### src/vt4_pkg.sv
// Shared types and constants for the 4x4 vertex transform unit.
`default_nettype none

package vt4_pkg;

  // Field widths fixed by the item format.
  localparam int unsigned WORD_W      = 32;
  localparam int unsigned INDEX_W     = 4;
  localparam int unsigned MAT_ENTRIES = 16;
  localparam int unsigned MAT_DIM     = 4;

  // Default number of fraction bits of the fixed-point format.
  localparam int unsigned FRAC_BITS_DEFAULT = 16;

  // Depth of the command queue between the front and the back.
  localparam int unsigned QUEUE_DEPTH = 2;
  localparam int unsigned QPTR_W      = (QUEUE_DEPTH > 1) ? $clog2(QUEUE_DEPTH) : 1;
  localparam int unsigned QCNT_W      = $clog2(QUEUE_DEPTH + 1);

  // Command codes carried through the queue.
  typedef enum logic {
    OP_WRITE = 1'b0,
    OP_XFORM = 1'b1
  } op_e;

  // One classified command. For a matrix write, operand 0 holds the entry value.
  typedef struct packed {
    op_e                             op;
    logic [INDEX_W-1:0]              index;
    logic [MAT_DIM-1:0][WORD_W-1:0]  opnd;
  } cmd_t;

endpackage

`default_nettype wire

### src/vt4_if.sv
// Channel interfaces for the vertex transform unit: input items and result items.
`default_nettype none

interface vt4_in_if;
  logic        valid;
  logic        ready;
  logic        func;
  logic [3:0]  entry_index;
  logic signed [31:0] entry_value;
  logic signed [31:0] vec_x;
  logic signed [31:0] vec_y;
  logic signed [31:0] vec_z;
  logic signed [31:0] vec_w;

  modport source (
    output valid, func, entry_index, entry_value, vec_x, vec_y, vec_z, vec_w,
    input  ready
  );
  modport sink (
    input  valid, func, entry_index, entry_value, vec_x, vec_y, vec_z, vec_w,
    output ready
  );
endinterface


`default_nettype wire

### src/vt4_front.sv
// Front end: accepts input transactions, classifies them and queues the commands.
`default_nettype none

module vt4_front (
  input  wire logic          clk_i,
  input  wire logic          rst_ni,
  vt4_in_if.sink             in_i,
  output vt4_pkg::cmd_t      head_o,
  output logic               head_valid_o,
  input  wire logic          pop_i
);

  vt4_pkg::cmd_t                   queue_q [vt4_pkg::QUEUE_DEPTH];
  logic [vt4_pkg::QPTR_W-1:0]      wr_ptr_q, wr_ptr_d;
  logic [vt4_pkg::QPTR_W-1:0]      rd_ptr_q, rd_ptr_d;
  logic [vt4_pkg::QCNT_W-1:0]      count_q, count_d;
  vt4_pkg::cmd_t                   cmd;
  logic                            push;
  logic                            pop;

  // Classify the incoming item into a command.
  always_comb begin
    cmd = '0;
    cmd.index = in_i.entry_index;
    if (in_i.func) begin
      cmd.op      = vt4_pkg::OP_XFORM;
      cmd.opnd[0] = in_i.vec_x;
      cmd.opnd[1] = in_i.vec_y;
      cmd.opnd[2] = in_i.vec_z;
      cmd.opnd[3] = in_i.vec_w;
    end else begin
      cmd.op      = vt4_pkg::OP_WRITE;
      cmd.opnd[0] = in_i.entry_value;
    end
  end

  assign in_i.ready   = (count_q != vt4_pkg::QCNT_W'(vt4_pkg::QUEUE_DEPTH));
  assign push         = in_i.valid && in_i.ready;
  assign head_valid_o = (count_q != '0);
  assign pop          = pop_i && head_valid_o;
  assign head_o       = queue_q[rd_ptr_q];

  // Pointer and occupancy update.
  always_comb begin
    wr_ptr_d = wr_ptr_q;
    rd_ptr_d = rd_ptr_q;
    count_d  = count_q;
    if (push) begin
      wr_ptr_d = (wr_ptr_q == vt4_pkg::QPTR_W'(vt4_pkg::QUEUE_DEPTH - 1)) ? '0
                                                                         : wr_ptr_q + 1'b1;
    end
    if (pop) begin
      rd_ptr_d = (rd_ptr_q == vt4_pkg::QPTR_W'(vt4_pkg::QUEUE_DEPTH - 1)) ? '0
                                                                         : rd_ptr_q + 1'b1;
    end
    if (push && !pop) begin
      count_d = count_q + 1'b1;
    end else if (pop && !push) begin
      count_d = count_q - 1'b1;
    end
  end

  always_ff @(posedge clk_i or negedge rst_ni) begin
    if (!rst_ni) begin
      wr_ptr_q <= '0;
      rd_ptr_q <= '0;
      count_q  <= '0;
    end else begin
      wr_ptr_q <= wr_ptr_d;
      rd_ptr_q <= rd_ptr_d;
      count_q  <= count_d;
    end
  end

  // Queue storage holds payload only.
  always_ff @(posedge clk_i) begin
    if (push) begin
      queue_q[wr_ptr_q] <= cmd;
    end
  end

endmodule

`default_nettype wire

### src/flat_wrapper.sv
// flat-port wrapper written by rule: the top's interface ports become plain ports
module vt4_front_flat 
  (clk_i, rst_ni, head_o, head_valid_o, pop_i, in_i_valid, in_i_func, in_i_entry_index, in_i_entry_value, in_i_vec_x, in_i_vec_y, in_i_vec_z, in_i_vec_w, in_i_ready);
  vt4_in_if in_i_i ();
  input  wire logic clk_i;
  input  wire logic rst_ni;
  output vt4_pkg::cmd_t head_o;
  output logic head_valid_o;
  input  wire logic pop_i;
  input wire logic [$bits(in_i_i.valid)-1:0] in_i_valid;
  input wire logic [$bits(in_i_i.func)-1:0] in_i_func;
  input wire logic [$bits(in_i_i.entry_index)-1:0] in_i_entry_index;
  input wire logic [$bits(in_i_i.entry_value)-1:0] in_i_entry_value;
  input wire logic [$bits(in_i_i.vec_x)-1:0] in_i_vec_x;
  input wire logic [$bits(in_i_i.vec_y)-1:0] in_i_vec_y;
  input wire logic [$bits(in_i_i.vec_z)-1:0] in_i_vec_z;
  input wire logic [$bits(in_i_i.vec_w)-1:0] in_i_vec_w;
  output wire logic [$bits(in_i_i.ready)-1:0] in_i_ready;
  assign in_i_i.valid = in_i_valid;
  assign in_i_i.func = in_i_func;
  assign in_i_i.entry_index = in_i_entry_index;
  assign in_i_i.entry_value = in_i_entry_value;
  assign in_i_i.vec_x = in_i_vec_x;
  assign in_i_i.vec_y = in_i_vec_y;
  assign in_i_i.vec_z = in_i_vec_z;
  assign in_i_i.vec_w = in_i_vec_w;
  assign in_i_ready = in_i_i.ready;
  vt4_front u_core (.clk_i(clk_i), .rst_ni(rst_ni), .in_i(in_i_i), .head_o(head_o), .head_valid_o(head_valid_o), .pop_i(pop_i));
endmodule
### config.mk
export PLATFORM = sky130hd
export DESIGN_NAME = vt4_front_flat
export DESIGN_NICKNAME = d
export VERILOG_FILES = /design/src/vt4_pkg.sv /design/src/vt4_if.sv /design/src/vt4_front.sv /design/src/flat_wrapper.sv
export SDC_FILE = /design/constraint.sdc
export NUM_CORES = 1
export LEC_CHECK = 0
export BUFFER_PORTS_ARGS = -buffer_cell sky130_fd_sc_hd__buf_2
export CAP_MARGIN = 20
export CORE_MARGIN = 2
export CORE_UTILIZATION = 47
export CTS_CLUSTER_DIAMETER = 100
export DETAILED_ROUTE_END_ITERATION = 6
export PLACE_DENSITY = 0.76
export SLEW_MARGIN = 30
export SYNTH_ARGS = -nofsm -noshare
export SYNTH_HDL_FRONTEND = slang
export SYNTH_SLANG_ARGS = --single-unit
### constraint.sdc
create_clock -name clk_i -period 7.03 [get_ports clk_i]
set_clock_uncertainty 0.05 [all_clocks]
set_input_delay 1.406 -clock clk_i [delete_from_list [all_inputs] [get_ports clk_i]]
set_output_delay 1.406 -clock clk_i [all_outputs]
set_load 0.01 [all_outputs]
# After elaboration in Yosys (flattened, before gate mapping)
# Memory sizes are Yosys's and may differ from the RTL's.
# Index checks and enable logic that the tools add are counted.
# Widths: inputs -> output; s select.
[op_classes]
add_sub_neg = 4
n_reduce_logical = 8
eq_ne = 1
mux = 9
[ops]
columns = ["op", "count"]
rows = [
  ["$mux 96", 1],
  ["$mux 32", 1],
  ["$mux 1", 5],
  ["$logic_and 1x1->1", 4],
  ["$mux 2", 2],
  ["$reduce_bool 2->1", 2],
  ["$add 1x1->1 const B", 2],
  ["$add 2x1->2 const B", 1],
  ["$logic_not 1->1", 2],
  ["$ne 2x2->1 const B", 1],
  ["$sub 2x1->2 const B", 1],
]
[totals]
n_memories = 1
out_inout_bits = 135
input_bits = 169
ram_bits = 266
wordCells = 26
ff_bits = 4
[mem_list]
columns = ["memory", "words", "word_bits", "rd", "rd_ports_with_merged_regs", "wr", "line", "rtl"]
rows = [
  ["u_core.queue_q", 2, 133, 1, 0, 1, "vt4_front.sv:13", "vt4_pkg::cmd_t queue_q [vt4_pkg::QUEUE_DEPTH];"],
]

# Longest topological paths before layout
# Gate-level depths: netlist of the first run.
[depth]
depth_word = 6
mapped_depth = 7
mapped_depth_nobuf = 7

# Worst setup path before layout of the first run
# No wires, ideal clock.
[synth_timing]
path_kind = "input port to flip-flop"
from = "in in_i_valid"
to = "mem u_core.queue_q[0][0] in the netlist's numbering (enable)"
stages = 2
slack_ns = -0.669
setup_time_ns = 0.627
t_arrival_ns = 7.022
required_time_ns = 6.353
path_cell_list = "nand2_1 -> nor2_1"
[synth_between]
elab_chain_len = 3
[synth_lines]
columns = ["item", "line", "rtl"]
rows = [
  ["start: declaration", "flat_wrapper.sv:10", "input wire logic [$bits(in_i_i.valid)-1:0] in_i_valid;"],
  ["$logic_and 1x1->1", "vt4_front.sv:38", "assign push = in_i.valid && in_i.ready;"],
  ["$mux 1", "vt4_front.sv:77", "if (push) begin"],
  ["$mux 1 (not written as such)", "vt4_front.sv:78", "queue_q[wr_ptr_q] <= cmd;"],
  ["end: declaration", "vt4_front.sv:13", ""],
]
# No other way between the ends.

==> results of run 1 <==
synthesized netlist by cell type (all sizes together):
master / number
ha: 1
inv: 1
nand2b: 1
and3: 1
dfrtp: 4
xor2: 2
or2: 1
edfxtp: 266
mux2: 165
clkbuf: 9
nand2: 2
and2: 96
nor2: 2
xnor2: 3
buf: 20
stage by stage:
step	setup WS (ns)	instance area [um^2]
CTS	2.79	13800
floorplan	1.58	11100
global route	2.90	13800
global placement	3.38	12900
detailed placement	3.38	12900
finish	3.00	13800
cell families (layout without fill, tap and decap cells):
| kind of cell | count (synthesis) | count (layout) | synth area share, % |
|---|---|---|---|
| xor gates and xnor gates | 5 | 5 | 0.396 |
| adders and majority gates | 1 | 1 | 0.113 |
| buffers and inverters | 30 | 362 | 1.74 |
| DFF | 270 | 270 | 73.2 |
| muxes | 165 | 165 | 18.8 |
| other | 0 | 2 | 0 |
| and+or+nand+nor | 103 | 103 | 5.74 |
power breakdown:
part           switching (uW)  total (uW)  internal (uW)
clock network             577        1440            866
logic                     856        1670            810
registers                 120        2340           2220
routing by layer:
| metal | part of all wire (%) | global-route usage (%) | up-vias |
|---|---|---|---|
| met1 | 39 | 20.2 | 2879 |
| li1 | - | - | 2802 |
| met4 | 2.5 | 5.37 | 0 |
| met5 | 0 | 0 | - |
| met3 | 8.9 | 4.76 | 37 |
| met2 | 49 | 27.5 | 233 |
final timing paths:
kind	from	to	cells past startpoint
worst max-delay path	u_core.rd_ptr_q	head_o[16]	4
worst min-delay path	u_core.count_q[1]	u_core.count_q[1]	1
worst max register to register	u_core.count_q[0]	u_core.queue_q[1][69]	3
worst min register to register	u_core.count_q[1]	u_core.count_q[1]	1
max in group asynchronous	rst_ni	u_core.rd_ptr_q	1
min in group asynchronous	rst_ni	u_core.wr_ptr_q	1
area by class of cell:
| class | count | area share (%) |
|---|---|---|
| antenna | 2 | 0.0362 |
| tap | 319 | 2.89 |
| inverter | 1 | 0.0272 |
| clock buffer | 38 | 5.79 |
| timing repair buffer | 309 | 11.6 |
| clock inverter | 14 | 0.861 |
| multi-input combinational | 274 | 20.2 |
| sequential | 270 | 58.6 |
state kept, by name, summed over array words and instances, names as in the netlist:
register / count
u_core.count_q: 2
u_core.queue_q: 266
u_core.rd_ptr_q: 1
u_core.wr_ptr_q: 1
worst max-delay path: stages, from the launching register on:
cell and delay, ns:
sky130_fd_sc_hd__dfrtp_4 0.67, sky130_fd_sc_hd__buf_16 0.30, sky130_fd_sc_hd__buf_12 0.43, sky130_fd_sc_hd__mux2_2 0.40, sky130_fd_sc_hd__buf_2 0.14
==> summary.md, run 1 <==
| Metric | Value |
|---|---|
| Final hold slack | `0.444 ns` |
| Die Area | `24800 um^2` |
| Pin count of the biggest net entering global routing | `134` |
| Share of the clock period used by the worst path after layout | `57.3%` |
| Net count, final | `1054` |
| Total wire length | `21600 um` |
| Endpoint kind of the worst setup timing path | `output pin` |
| Number of buffers added by the clock tree synthesis step | `28` |
| Sequential standard cell area | `8090 um^2` |
| Critical path fanouts, max | `68` |
| GRT overflow | `0` |
| Wire length of the first global-routing pass | `31300 um` |
| Initial core utilization | `47.5%` |
| Final Hold Fails | `0` |
| Remaining max-slew budget at the tightest pin | `43.3%` |
| Count of boundary I/O pins | `304` |
| Total routing usage reported by global routing | `16.3%` |
| Layout Area Growth over Synthesis | `25.0%` |
| Max Clock Freq | `0.248 GHz` |
| Unrepaired setup endpoints after global routing | `false` |
| Number of buffers between clock root and the deepest sink | `3` |
| Footprint of the multi-input gates | `2790 um^2` |
| Commonest non-fill, non-tap cells in the layout | `sky130_fd_sc_hd__buf_2, sky130_fd_sc_hd__edfxtp_1, sky130_fd_sc_hd__mux2_2` |
| CP Data Required Time | `5.57 ns` |
| Via density per instance | `4.85` |
| Final total power | `5450 uW` |
| Outcome | `completed` |
| Number of pins with negative max-slew slack in the final report | `0` |
| Ratio of cells with drive above 1 in the final layout | `57.4%` |
| Post-synthesis sequential area ratio | `73.2%` |
| Number of cells in the finished layout apart from fillers | `1227` |
| Wire per inst | `17.6 um` |
| Reg2Reg Setup Slack | `4.81 ns` |
| Via count | `5951` |
| Row count | `56` |
| Count of final setup violators | `0` |
| Area fraction of the dominant cell type after synthesis | `72.3%` |
| Cell Count Post-Placement | `1172` |
| Arrival time reported for the critical path endpoint | `2.57 ns` |
| Final HPWL DP | `13700 um` |
| Number of remaining DRC errors | `0` |
| 1st-pass router iterations | `4` |
| DRT antenna net count | `0` |
| Minimum clock period | `4.03 ns` |
| Post-synthesis instance area | `11100 um^2` |
| Library cell occupying the most area in the post-synthesis netlist | `sky130_fd_sc_hd__edfxtp_1` |
| Static Leak | `0.00547 uW` |
| Main area contributors after synthesis | `sky130_fd_sc_hd__edfxtp_1, sky130_fd_sc_hd__mux2_2, sky130_fd_sc_hd__mux2_4` |
| # hold bufs at CTS | `0` |
| Utilization after layout | `59.4%` |
| Class of the most critical hold timing path | `flop to flop` |
| Clock tree from TritonCTS | `built` |
| Clk_lat worst skew | `0.52 ns` |
| Postcts setup bufs | `0` |
| CTS clock-pin slew for the worst setup and hold paths | `0.06 ns` |
| Number of gates given a new drive strength after cts | `0` |
| Maximum resistive drop on vdd | `335 uV` |
| Cell chosen for the clock root | `sky130_fd_sc_hd__clkbuf_16` |
| Violation count after the first detailed-routing iteration | `322` |
| Kind of critical path | `flop to output pin` |
| Post-synthesis instance total | `574` |
| Number of max-cap violations | `0` |
| PortBufs | `303` |
| Antenna violations before repair | `2` |
| H-tree depth | `1` |
| Syn Nets | `744` |
| Number of sinks on the clock net | `270` |
| Number of register bits inferred by synthesis | `270` |
| Kind of launch point of the worst setup path | `flop` |
| Via count of the first global-routing pass | `5961` |
| Count of cell types in the netlist | `18` |
| Filler cell count in the final layout | `1832` |
| Y dimension of the die | `157 um` |
| Total power per unit cell area | `395 nW/um^2` |
| Global placement routability congestion | `0.756` |
| Die span in x | `157 um` |
| Worst slew pin tran | `0.850 ns` |
| Area of the core | `23300 um^2` |
| Mean post-synth cell area | `19.3 um^2` |
| Total number of yosys warnings | `0` |
| Most common cell after layout, fill and taps aside | `sky130_fd_sc_hd__buf_2` |
| Summed negative setup slack over all endpoints | `0 ns` |
Note: power is estimated with default switching activity, not from simulation.
==> inputs of run 2 (changes only) <==
--- a/config.mk
+++ b/config.mk
@@ -5,6 +5,7 @@
 export SDC_FILE = /design/constraint.sdc
 export NUM_CORES = 1
 export LEC_CHECK = 0
+export ABC_AREA = 1
 export BUFFER_PORTS_ARGS = -buffer_cell sky130_fd_sc_hd__buf_2
 export CAP_MARGIN = 20
 export CORE_MARGIN = 2
==> constraint.sdc (replaced) <==
create_clock -name clk_i -period 3.6 [get_ports clk_i]
set_clock_uncertainty 0.05 [all_clocks]
set_input_delay 0.72 -clock clk_i [delete_from_list [all_inputs] [get_ports clk_i]]
set_output_delay 0.72 -clock clk_i [all_outputs]
set_load 0.01 [all_outputs]
==> run 2 against run 1 <==
Against the previous run: die area is 0.95% higher; sequential share of layout area about the same; register-to-register slack worse by 3.3 ns; combinational power is 98% higher; flip-flop and latch count stayed put; area after synthesis up 0.97%; worst hold slack got worse by 0.11 ns; sequential power rose by 96%; critical path type unchanged; critical endpoint is now head_o[64].
==> summary.md, run 2 <==
| Metric | Value |
|---|---|
| Outcome | `completed` |
| Commonest non-fill, non-tap cells in the layout | `sky130_fd_sc_hd__nand2_1, sky130_fd_sc_hd__buf_2, sky130_fd_sc_hd__edfxtp_1` |
| Clk_lat worst skew | `0.52 ns` |
| Share of the clock period used by the worst path after layout | `88.6%` |
| Wire per inst | `15.4 um` |
| Clock network fraction of design power | `24.8%` |
| CP Launch Point | `u_core.rd_ptr_q` |
| Post-synthesis instance area | `11200 um^2` |
| Global placement routability congestion | `0.783` |
| 1st-pass router iterations | `5` |
| Endpoint kind of the worst setup timing path | `output pin` |
| Combinational group share of total power | `31.5%` |
| Number of pins with negative max-slew slack in the final report | `0` |
| Clock tree from TritonCTS | `built` |
| Syn Nets | `1131` |
| Ratio of cells with drive above 1 in the final layout | `30.5%` |
| Number of gates given a new drive strength after cts | `0` |
| Worst setup slack after layout | `0.411 ns` |
| Maximum resistive drop on vdd | `467 uV` |
| Largest register FFs | `266` |
| Minimum clock period | `3.19 ns` |
| Number of cells in the finished layout apart from fillers | `1612` |
| Wire length of the first global-routing pass | `36800 um` |
| Postcts setup bufs | `0` |
| Die Area | `25000 um^2` |
| Area of the core | `23400 um^2` |
| Summed negative setup slack over all endpoints | `0 ns` |
| Number of remaining DRC errors | `0` |
| Sw frac | `34.1%` |
| Max Clock Freq | `0.314 GHz` |
| H-tree depth | `1` |
| Count of cell types in the netlist | `16` |
| Mean post-synth cell area | `11.6 um^2` |
| Kind of launch point of the worst setup path | `flop` |
| Die span in x | `158 um` |
| Via count | `7624` |
| DRT antenna net count | `0` |
| Library cell with the highest instance count after synthesis | `sky130_fd_sc_hd__nand2_1` |
| Layout Area Growth over Synthesis | `23.7%` |
| Count of boundary I/O pins | `304` |
| GRT overflow | `0` |
| Post-synthesis instance total | `961` |
| CP Data Required Time | `2.83 ns` |
| GRT Max-Usage Layer | `met2` |
| Int Power | `6920 uW` |
| Number of register bits inferred by synthesis | `270` |
| Static Leak | `0.00670 uW` |
| Reg2Reg Setup Slack | `1.46 ns` |
| Arrival time reported for the critical path endpoint | `2.42 ns` |
| Filler cell count in the final layout | `1933` |
| Pin count of the biggest net entering global routing | `54` |
| Total wire length | `24800 um` |
| End point of the worst hold path | `u_core.queue_q[1][131]` |
| Number of buffers added by the clock tree synthesis step | `28` |
| Library cell occupying the most area in the post-synthesis netlist | `sky130_fd_sc_hd__edfxtp_1` |
| Row count | `56` |
| Total routing usage reported by global routing | `19.0%` |
| Antenna violations before repair | `4` |
| Post-synthesis sequential area ratio | `72.5%` |
| Commonest cells post-synth | `sky130_fd_sc_hd__nand2_1, sky130_fd_sc_hd__edfxtp_1, sky130_fd_sc_hd__inv_1` |
| Most common cell after layout, fill and taps aside | `sky130_fd_sc_hd__nand2_1` |
| Initial core utilization | `47.7%` |
| Area fraction of the dominant cell type after synthesis | `71.6%` |
| Remaining max-slew budget at the tightest pin | `44.4%` |
| Final HPWL DP | `16500 um` |
| Kind of critical path | `flop to output pin` |
| Net count, final | `1439` |
| CTS clock-pin slew for the worst setup and hold paths | `0.06 ns` |
| Violation count after the first detailed-routing iteration | `456` |
| Via count of the first global-routing pass | `7479` |
| Critical R2R Capture | `u_core.queue_q[0][120]` |
| Met1 layer usage reported by global route | `21.9%` |
| Worst slew pin tran | `0.832 ns` |
| Via density per instance | `4.73` |
| M2 GR Usage | `33.5%` |
| Total power per unit cell area | `760 nW/um^2` |
| Unrepaired setup endpoints after global routing | `false` |
| Launch instance of the worst min-delay path | `in_i_entry_index[3]` |
| Biggest regs | `u_core.queue_q: 266 flops, u_core.count_q: 2 flops` |
| Largest Register | `u_core.queue_q` |
| Y dimension of the die | `158 um` |
| Post-synthesis async set-or-reset flop share | `1.48%` |
| Cell chosen for the clock root | `sky130_fd_sc_hd__clkbuf_16` |
| Class of the most critical hold timing path | `input pin to flop` |
| Total number of yosys warnings | `0` |
| Number of max-cap violations | `0` |
| Number of buffers between clock root and the deepest sink | `3` |
| Number of synthesized flops with an enable pin | `266` |
| Sw power | `3570 uW` |
| Cell Count Post-Placement | `1557` |
| PortBufs | `303` |
| Origin of the critical flop-to-flop path | `u_core.count_q[0]` |
| Critical path fanouts, max | `42` |
| Count of final setup violators | `0` |
| Number of cell instances on the worst register-to-register path | `5` |
| Main area contributors after synthesis | `sky130_fd_sc_hd__edfxtp_1, sky130_fd_sc_hd__nand2_1, sky130_fd_sc_hd__inv_1` |
| Synth Flop Type | `sky130_fd_sc_hd__edfxtp_1` |
| Met3 layer usage reported by global route | `5.23%` |
| Share of power burned in registers | `43.7%` |
| Hold depth | `1` |
| Final Hold Fails | `0` |
| Minimum setup slack after placement | `0.942 ns` |
| Number of sinks on the clock net | `270` |
==> run 2: changes by cell type after synthesis, sizes merged, moves of 2 or more <==
cell and delta:
clkbuf -9, and2 -96, buf +23, xnor2 -2
mux2 -133, inv +102, nand2 +503, nand3 +2
==> run 2: critical path: stages (launching register included) <==
cell	delay, ns
sky130_fd_sc_hd__dfrtp_4	0.67
sky130_fd_sc_hd__inv_4	0.41
sky130_fd_sc_hd__buf_4	0.44
sky130_fd_sc_hd__nand2_1	0.11
sky130_fd_sc_hd__nand2_1	0.09
sky130_fd_sc_hd__buf_2	0.13
==> run 2: final cells by class <==
class	instances	area (um^2)	share of cell area, %
clock buffer	37	756	5.47
tap	319	399	2.89
clock inverter	14	76.3	0.553
inverter	103	389	2.82
multi-input combinational	545	2380	17.2
antenna	3	7.51	0.0544
timing repair buffer	321	1710	12.4
sequential	270	8090	58.6
==> run 2: what timing repair did <==
item / 4_1_cts / 5_1_grt
hold endpoints to repair: 4 / 0
setup endpoints to repair: 0 / 0
hold buffers: 1 / 0
==> run 2: cells by family (layout without fill, tap and decap cells) <==
group | Yosys count | count (layout) | synth area share (%)
buf+inv | 146 | 475 | 6.34
simple gates | 510 | 510 | 17.2
xor+xnor | 2 | 2 | 0.157
mux | 32 | 32 | 3.73
flops | 270 | 270 | 72.5
other cells | 0 | 3 | 0
fa+ha+maj | 1 | 1 | 0.112
==> run 2: layer usage <==
layer	vias to the layer above	share of wire [%]	wire [um]
met5	-	0.052	13
li1	3701	-	-
met1	3549	39	9660
met4	2	3.2	792
met3	61	8.5	2120
met2	311	49	12200
==> run 2: power by group through the flow <==
| stage | clock (uW) | sequential [uW] | combinational, uW |
|---|---|---|---|
| 2_1_floorplan | 0 | 4600 | 2060 |
| 3_3_place_gp | 0 | 4620 | 3300 |
| 3_5_place_dp | 0 | 4650 | 3360 |
| 4_1_cts | 2670 | 4590 | 3380 |
| 5_1_grt | 2790 | 4650 | 3700 |
| 6_report | 2600 | 4590 | 3300 |
==> run 2: worst max path at each step <==
stage | slack (ns) | to
6_report | 0.41 | head_o[64]
5_1_grt | 0.24 | head_o[81]
4_1_cts | 0.36 | head_o[64]
3_5_place_dp | 0.94 | head_o[64]
3_3_place_gp | 1.03 | head_o[64]
2_1_floorplan | -1.20 | u_core.queue_q[0][0]
==> run 2: stage by stage <==
stage / total power [uW] / instance area (um^2) / hold WS, ns / utilization (%)
finish: 10500 / 13800 / 0.336 / 59.0
global route: 11100 / 13800 / 0.315 / 59.0
CTS: 10600 / 13800 / 0.309 / 59.0
detailed placement: 8010 / 13000 / 0.443 / 55.4
global placement: 7930 / 13000 / 0.426 / 55.4
floorplan: 6660 / 11200 / 0.374 / -
